### src/stmv_pkg.sv
package stmv_pkg;

    localparam int NUM_ROUNDS = 10;
    localparam int CFG_IDX_W  = 8;

    // configuration register indexes
    localparam logic [CFG_IDX_W-1:0] REG_KEY_LOW  = 8'd0;
    localparam logic [CFG_IDX_W-1:0] REG_KEY_HIGH = 8'd1;
    localparam logic [CFG_IDX_W-1:0] REG_VERSION  = 8'd2;
    localparam logic [CFG_IDX_W-1:0] REG_TTL      = 8'd3;

    localparam logic [63:0] KEY_LOW_RST  = 64'h5B7C4D1E9A3F26C8;
    localparam logic [63:0] KEY_HIGH_RST = 64'hE1A94F0DB7385C62;

    // SipHash initialisation words
    localparam logic [63:0] IV0 = 64'h736F6D6570736575;
    localparam logic [63:0] IV1 = 64'h646F72616E646F6D;
    localparam logic [63:0] IV2 = 64'h6C7967656E657261;
    localparam logic [63:0] IV3 = 64'h7465646279746573;

    localparam logic [63:0] FIN_CONST   = 64'h0000_0000_0000_00FF;
    localparam logic [31:0] TOKEN_MAGIC = 32'h43595431;
    localparam logic [7:0]  TOKEN_BYTES = 8'd24;
    localparam logic [7:0]  MSG_BYTES   = 8'd20;

    localparam logic OP_ISSUE  = 1'b0;
    localparam logic OP_VERIFY = 1'b1;

    typedef logic [3:0][63:0] sip_state_t;

    // data travelling alongside the hash state
    typedef struct packed {
        logic        verify;
        logic        pre_ok;     // length, magic and window checks
        logic [63:0] token_mac;
        logic [31:0] day;
        logic [31:0] nonce;
        logic [31:0] src;
    } token_side_t;

    function automatic logic [63:0] rotl(input logic [63:0] x, input int b);
        return (x << b) | (x >> (64 - b));
    endfunction

    function automatic sip_state_t sip_round(input sip_state_t v);
        logic [63:0] v0;
        logic [63:0] v1;
        logic [63:0] v2;
        logic [63:0] v3;
        sip_state_t  r;
        v0 = v[0];
        v1 = v[1];
        v2 = v[2];
        v3 = v[3];
        v0 = v0 + v1; v1 = rotl(v1, 13); v1 = v1 ^ v0; v0 = rotl(v0, 32);
        v2 = v2 + v3; v3 = rotl(v3, 16); v3 = v3 ^ v2;
        v0 = v0 + v3; v3 = rotl(v3, 21); v3 = v3 ^ v0;
        v2 = v2 + v1; v1 = rotl(v1, 17); v1 = v1 ^ v2; v2 = rotl(v2, 32);
        r[0] = v0;
        r[1] = v1;
        r[2] = v2;
        r[3] = v3;
        return r;
    endfunction

endpackage

### src/stmv_cell.sv
module stmv_cell
    import stmv_pkg::*;
(
    input  logic        clk,
    input  logic        rst_n,
    input  logic        take,
    input  logic        prev_valid,
    input  sip_state_t  prev_v,
    input  token_side_t prev_side,
    input  logic [63:0] pre_word,   // xor into v3 before the round
    input  logic [63:0] post_word,  // xor into v0 after the round
    input  logic        post_fin,   // finalisation constant into v2
    output logic        valid,
    output sip_state_t  v,
    output token_side_t side
);

    logic        valid_reg;
    sip_state_t  v_reg;
    sip_state_t  v_next;
    token_side_t side_reg;

    always_comb
    begin
        sip_state_t pre;
        pre    = prev_v;
        pre[3] = pre[3] ^ pre_word;
        v_next = sip_round(pre);
        v_next[0] = v_next[0] ^ post_word;
        v_next[2] = v_next[2] ^ (post_fin ? FIN_CONST : 64'd0);
    end

    always_ff @(posedge clk or negedge rst_n)
    begin
        if (!rst_n)
        begin
            valid_reg <= 1'b0;
        end
        else if (take)
        begin
            valid_reg <= prev_valid;
        end
    end

    always_ff @(posedge clk)
    begin
        if (take && prev_valid)
        begin
            v_reg    <= v_next;
            side_reg <= prev_side;
        end
    end

    assign valid = valid_reg;
    assign v     = v_reg;
    assign side  = side_reg;

endmodule

### config.mk
export PLATFORM = sky130hd
export DESIGN_NAME = stmv_cell
export DESIGN_NICKNAME = d
export VERILOG_FILES = /design/src/stmv_pkg.sv /design/src/stmv_cell.sv
export SDC_FILE = /design/constraint.sdc
export NUM_CORES = 1
export LEC_CHECK = 0
export BUFFER_PORTS_ARGS = -buffer_cell sky130_fd_sc_hd__buf_2
export CAP_MARGIN = 30
export CORE_AREA = 3 3 375 377
export DETAILED_ROUTE_END_ITERATION = 8
export DIE_AREA = 0 0 378 380
export GPL_TIMING_DRIVEN = 0
export PLACE_DENSITY_LB_ADDON = 0.25
export SLEW_MARGIN = 20
export SYNTH_ARGS = -nofsm -noshare
export SYNTH_HDL_FRONTEND = slang
export SYNTH_SLANG_ARGS = --single-unit
### constraint.sdc
create_clock -name clk -period 1.7 [get_ports clk]
set_input_delay 0.255 -clock clk [delete_from_list [all_inputs] [get_ports clk]]
set_output_delay 0.255 -clock clk [all_outputs]
set_load 0.005 [all_outputs]
==> results.md, run 1 <==
- Status: finished with violations
- Failing checks: negative setup slack
- RSZ-0062 raised after global routing: yes
- Initial antenna violation count: just under 60
- Worst-Skew Late Latency: about 630 ps
- Synthesized cell area: about 0.03 mm^2
- Vias: ~31k
- HP Class: primary input to register
- Worst Tran Pin Value: between 900 and 1000 ps
- Detailed placement HPWL: around 170000 um
- Sink Count: 419
- Register bit total from synthesis: approximately 420
- Clock Root Buffer: clkbuf_16
- R2R cell count: 2
- Final WL: about 200000 um
- Commonest non-fill, non-tap cell in the layout: buf_2
- Tmin final: about 5400 ps
- Reg-to-reg endpoint: valid
- Post-DRT Antenna Nets: 0
- Tot GR Track Use: a little over a quarter
- Setup crit end kind: register
- Reg-to-reg setup timing slack: ~400 ps
- Distinct cells, synth: 84
- Post-route setup slack: -3740 ps
- Worst Path Required: about 2100 ps
- Fillers: 13.6k
- Seq/Total Area, Yosys: 40.7%
- Arr. time, crit path: around 6000 ps
- Final Hold Fails: 0
- Routed len/inst: about 31 um
- GPL Wtd Cong: about 0.95
- Worst setup path end: v[63]
- Slew margin rel.: 33.7%
- Io pins: 970
- Max Clk Rate: around 180 MHz
- Reg2reg start: valid
- Cell row count: ~140
- Syn Area/Cell: between 10 and 15 um^2
- CTS tree: yes
- Area grow syn2layout: 73.1%
- Placed cell areas: roughly 0.039 mm^2
- Die X: between 300 and 400 um
- Maximum vdd drop: ~1000 uV
- Port bufs: around 970
- Most frequent cells in the layout: buf_2 (961), edfxtp_1 (418), buf_4 (295), xor2_1 (249), dlygate4sd3_1 (230)
- Asr flop ratio synth: less than 1%
- GRT Residual Overflow: 0
- Crit. Startpoint: pre_word[0]
- Largest register FFs: 256
- Layout cell share with drive strength beyond 1: between 40% and 50%
- Vias per cell: ~4.9
- Die Ht: 380 um
- Max-cap violations: 0
- Initial Utilization: approximately 22%
- Worst hold slack: ~130 ps
- Number of global-route vias before repair: ~31k
- H-Tree Depth: 2
- Setup CP Type: primary input to register
- DR pass1 iterations: 5
- Worst-path clk slew: ~60 ps
- DRC Markers: 0
- Iteration-0 DRC Markers: roughly 2.2k
- Core area: approximately 0.14 mm^2
- CP max FO: 5
- Setup violators final: ~400
- Final period utilization: 320%
- Final count of pins violating max slew: 0
- Pin count of the biggest net entering global routing: 55
- Clock buffer depth: 3
- Worst setup SP type: primary input
- Layout Cell Area excl Fill: about 0.054 mm^2
- Die area: between 0.1 and 0.15 mm^2
- Number of flops mapped to enable cells by yosys: roughly 420
- Post-Syn Nets: 3802
- PD cells: 1840 mW/mm^2
- Clk_skew: 0 ps
- Synth warnings: 0
- First-pass GRT wire length: around 260000 um
- Final nets: approximately 5.4k
- Lkg Pwr: approximately 22 nW
- Setup TNS: -773800 ps
- Syn Inst Count: ~3k
- Synth Flop Type: edfxtp_1
- Num CTS Buffers: 52
-- through the flow --
step                      utilization, %  power [mW]  instances  setup slack [ps]
after floorplan                        -        45.7       2988             -3610
after detailed placement            28.4        66.3       5773             -6380
after global routing                38.9         103       6430             -3880
final                               38.9        98.3       6455             -3740
after CTS                           37.5        94.8       6347             -3890
after global placement              28.0        66.0       5750             -6570
-- report_power, final --
part / internal (mW) / switching, mW / total, mW
clock network: 6.12 / 4.89 / 11.0
registers: 17.5 / 0.903 / 18.5
logic: 29.4 / 39.5 / 68.8
total: 53.0 / 45.3 / 98.3
-- cell type report --
cell class / instances / area, um^2 / share of cell area, %
multi-input combinational: 2388 / 25500 / 47.6
antenna: 34 / 85.1 / 0.159
clock buffer: 60 / 1330 / 2.49
sequential: 419 / 12600 / 23.5
buffer: 46 / 241 / 0.451
timing repair buffer: 1604 / 11000 / 20.5
tap: 1794 / 2240 / 4.19
inverter: 75 / 297 / 0.554
clock inverter: 35 / 319 / 0.596
-- cell families (layout without fill, tap and decap cells) --
group | after synthesis | after routing | synth area share (%)
adder cells (fa/ha/maj) | 263 | 263 | 10.7
XOR/XNOR | 647 | 647 | 18.6
flip-flops | 419 | 419 | 40.7
AND/OR/NAND/NOR | 571 | 571 | 8.77
multiplexers | 1 | 1 | 0.0364
AO/OA/AOI/OAI | 906 | 906 | 18.9
other | 0 | 34 | 0
buffers and inverters | 181 | 1820 | 2.21
-- repair_timing --
| item | in CTS | in global routing |
|---|---|---|
| pin swaps | 282 | 179 |
| cloned | 0 | 0 |
| gates resized for setup | 989 | 250 |
| setup endpoints to repair | 398 | 398 |
| setup buffers | 298 | 98 |
| hold buffers | 230 | 0 |
| hold endpoints to repair | 228 | 0 |
-- per-layer routing --
layer  vias to the layer above  part of all wire (%)  GRT usage, %
li1                      14200                     -             -
met1                     15520                    39          31.6
met2                      1295                    50          46.8
met3                       269                   7.1          5.69
met4                        44                   4.2          10.2
met5                         -                  0.14             0
-- critical path: stages --
cell and delay, ps:
buf_8 100, xor2_4 190, ha_4 180, fa_2 420, a21oi_4 190, o22ai_4 120
a211oi_4 340, o21ai_4 130, a32o_2 330, or2_4 270, a31o_4 280, buf_6 140
xor2_4 280, xor2_4 270, ha_4 250, a21o_1 170, a21o_1 190, a21oi_2 170
o21ai_1 110, nand3_1 90, nand4b_1 170, a31oi_4 260, o22ai_4 130, o221ai_2 180
xor3_2 410, xor2_1 180
-- worst min path at each step --
stage | from | end | slack, ps | cells past startpoint
3_3_place_gp | rst_n | valid | 60 | 1
4_1_cts | prev_v[68] | v[98] | 70 | 3
5_1_grt | prev_v[70] | v[100] | 110 | 3
6_report | prev_v[68] | v[98] | 130 | 3
3_5_place_dp | rst_n | valid | 60 | 1
2_1_floorplan | rst_n | valid | -40 | 0
-- synth_stat cells (all sizes together) (14+ instances only) --
cell type	n	share of area, %
o21bai	58	1.4
nand2	189	2.3
nor2b	24	0.49
o21a	25	0.61
and2	14	0.29
nor2	129	1.6
nor3	39	0.63
edfxtp	418	41
xor2	443	13
o211ai	20	0.50
nand2b	17	0.34
o21ai	160	2.6
a21oi	297	4.9
a21o	153	3.7
a21boi	18	0.45
a31oi	60	1.3
a211oi	18	0.47
xnor2	198	5.6
nand4	69	1.4
and3	14	0.28
clkbuf	102	1.2
inv	75	0.91
nand3	40	0.65
ha	259	10
Power figures use the tool's default switching activity.
==> run 2, diff against run 1 <==
--- a/config.mk
+++ b/config.mk
@@ -8,6 +8,7 @@
 export BUFFER_PORTS_ARGS = -buffer_cell sky130_fd_sc_hd__buf_2
 export CAP_MARGIN = 30
 export CORE_AREA = 3 3 375 377
+export CTS_BUF_LIST = sky130_fd_sc_hd__clkbuf_16
 export DETAILED_ROUTE_END_ITERATION = 8
 export DIE_AREA = 0 0 378 380
 export GPL_TIMING_DRIVEN = 0
==> constraint.sdc (replaced) <==
create_clock -name clk -period 5.5 [get_ports clk]
set_input_delay 0.825 -clock clk [delete_from_list [all_inputs] [get_ports clk]]
set_output_delay 0.825 -clock clk [all_outputs]
set_load 0.005 [all_outputs]
==> run 2 against run 1 <==
The run still ends with negative setup slack left. Sequential share of layout area grew 2.0 points. Die area did not move. Wire length fell by 2.9%. Sequential cell count did not move. Clock-buffer cell count shrank 8. Non-clock buffer count shrank 321. Largest cell class unchanged. Via count is 3.1% lower. Register-to-register slack improved by 4400 ps.
==> results.md, run 2 (same netlist as run 1, synthesis figures left out) <==
- Die Ht: 380 um (unchanged)
- CTS tree: yes
- Final count of pins violating max slew: 0 (unchanged)
- Pre-CTS WS: -3020 ps (+3360 ps)
- Worst-path clk slew: 60 ps (about the same)
- First-pass GRT wire length: 251000 um (-4.0%)
- CP max FO: 6 (+1)
- RSZ-0062 raised after global routing: yes
- Max Clk Rate: 168 MHz
- Max-cap violations: 0 (unchanged)
- Post-route setup slack: -438 ps (+3300 ps)
- Critical path's largest stage delay: 420 ps (about the same)
- Final period utilization: 108%
- Tmin final: between 5000 and 6000 ps
- Number of global-route vias before repair: 29.2k (-6.5%)
- Worst-Skew Late Latency: 650 ps (+20 ps)
- Iteration-0 DRC Markers: 2136 (-2.6%)
- Sink Count: 419 (unchanged)
- Port bufs: 968 (unchanged)
- Vias: 30.4k (-3.1%)
- Vias per cell: 4.96 (+2.2%)
- Status: finished with violations
- Worst setup SP type: primary input
- Num CTS Buffers: 52 (unchanged)
- PD cells: 573 mW/mm^2 (-69%)
- Io pins: 970 (unchanged)
- Reg2reg start: valid
- Worst Path Required: 5890 ps (+3790 ps)
- Setup violators final: 75 (-81%)
- Commonest non-fill, non-tap cell in the layout: buf_2
- Initial Utilization: 22.5% (unchanged)
- Pin count of the biggest net entering global routing: 55 (unchanged)
- Reg-to-reg endpoint: valid
- Setup CP Type: primary input to register
- Fillers: 14.0k (+2.9%)
- Area of the multi-input gates: 0.0246 mm^2 (-3.4%)
- Clock Root Buffer: clkbuf_16
- Area grow syn2layout: 59.8%
- H-Tree Depth: 2 (unchanged)
- Clock buffer depth: 3 (unchanged)
- Setup crit end kind: register
- Crit. Startpoint: pre_word[0]
- R2R cell count: 1 (-1)
- Detailed placement HPWL: 169000 um (-1.2%)
- Slowest cell on crit path: fa_2
- HP Class: primary input to register
- Initial antenna violation count: 72 (+22%)
- Routed len/inst: 31.8 um (+2.4%)
- Cell repeated most along the worst path: xor2_4
- Slew margin rel.: 38.0% (+4.3 points)
- Largest register FFs: 256 (unchanged)
- Arr. time, crit path: 6330 ps (+490 ps)
- Layout cell share with drive strength beyond 1: 49.6% (about the same)
- Reg-to-reg setup timing slack: 4770 ps (+4370 ps)
- Final nets: 5079 (-5.9%)
- Tot GR Track Use: 25.7% (-0.98 points)
- Util after Layout: 35.9% (-3.0 points)
- Most frequent cells in the layout: buf_2 (966), edfxtp_1 (418), xor2_1 (256), buf_4 (253), a21oi_1 (205)
- Final Hold Fails: 0 (unchanged)
- GRT Residual Overflow: 0 (unchanged)
- Storage cell area: 0.0126 mm^2 (unchanged)
- CP Depth: 28 (+7.7%)
- Failing checks: negative setup slack
- Final WL: 194000 um (-2.9%)
- Maximum vdd drop: 277 uV (-73%)
- Post-DRT Antenna Nets: 0 (unchanged)
- Worst path top cell family by delay: compound AO/OA/AOI/OAI gates
- Number of buffers and inverters on the critical path: 4 (+2)
- Die X: 378 um (unchanged)
- DRC Markers: 0 (unchanged)
- Cell row count: 136 (unchanged)
- Worst Tran Pin Value: 923 ps (-63.8 ps)
- Core area: 0.137 mm^2 (unchanged)
- DR pass1 iterations: 8 (+3)
- GPL Wtd Cong: 0.966 (+1.7%)
- Lkg Pwr: 20.4 nW (-7.3%)
- Clk_skew: 0 ps (unchanged)
- Die area: 0.144 mm^2 (unchanged)
- Worst setup path end: v[255]
-- run 2: routing by layer --
| metal | vias up | share of wire [%] | track usage [%] | routed length [um] |
|---|---|---|---|---|
| met4 | 52 | 5.0 | 10.6 | 9690 |
| met2 | 1372 | 49 | 44.7 | 95800 |
| met1 | 15098 | 39 | 30.5 | 74900 |
| li1 | 13526 | - | - | - |
| met5 | - | 0.19 | 0 | 373 |
| met3 | 309 | 7.0 | 5.28 | 13700 |
-- run 2: worst min-delay path by stage --
stage,cells past startpoint,endpoint,slack [ps],from
after floorplan,1,valid,510,valid
after global placement,1,valid,490,valid
after detailed placement,1,valid,490,valid
after CTS,1,side[109],300,prev_side[109]
after global routing,1,side[155],310,prev_side[155]
final,1,side[90],340,prev_side[90]
-- run 2: final cells by class --
type,instances,share of cell area (%)
Tap cell,1794,4.54
Antenna cell,19,0.0962
Clock buffer,52,2.63
Timing Repair Buffer,1281,15.7
Buffer,48,0.466
Clock inverter,42,0.765
Multi-Input combinational cell,2388,49.8
Inverter,75,0.585
Sequential cell,419,25.5
-- run 2: where the power goes --
| group | leakage (nW) | total [mW] | switching, mW | internal (mW) |
|---|---|---|---|---|
| registers | 3.93 | 5.71 | 0.281 | 5.43 |
| clock network | 0.853 | 3.45 | 1.49 | 1.96 |
| logic | 15.6 | 19.1 | 11.4 | 7.78 |
-- run 2: repair_timing --
item / 4_1_cts / 5_1_grt
cloned: 0 / 0
hold buffers: 1 / 0
pin swaps: 146 / 222
hold endpoints to repair: 1 / 0
endpoints found under the setup margin: 199 / 172
setup buffers: 148 / 145
gates resized for setup: 581 / 486
-- run 2: metrics by stage --
stage / hold slack [ps] / instance area [um^2] / cells / total power, mW / TNS, ps
4_1_cts: 295 / 45700 / 5985 / 26.2 / -30630
2_1_floorplan: 505 / 31300 / 2988 / 14.0 / -4510
3_5_place_dp: 495 / 38900 / 5776 / 20.3 / -395040
3_3_place_gp: 490 / 38400 / 5750 / 20.2 / -543200
5_1_grt: 313 / 49400 / 6103 / 29.7 / -24340
6_report: 339 / 49400 / 6118 / 28.3 / -14760
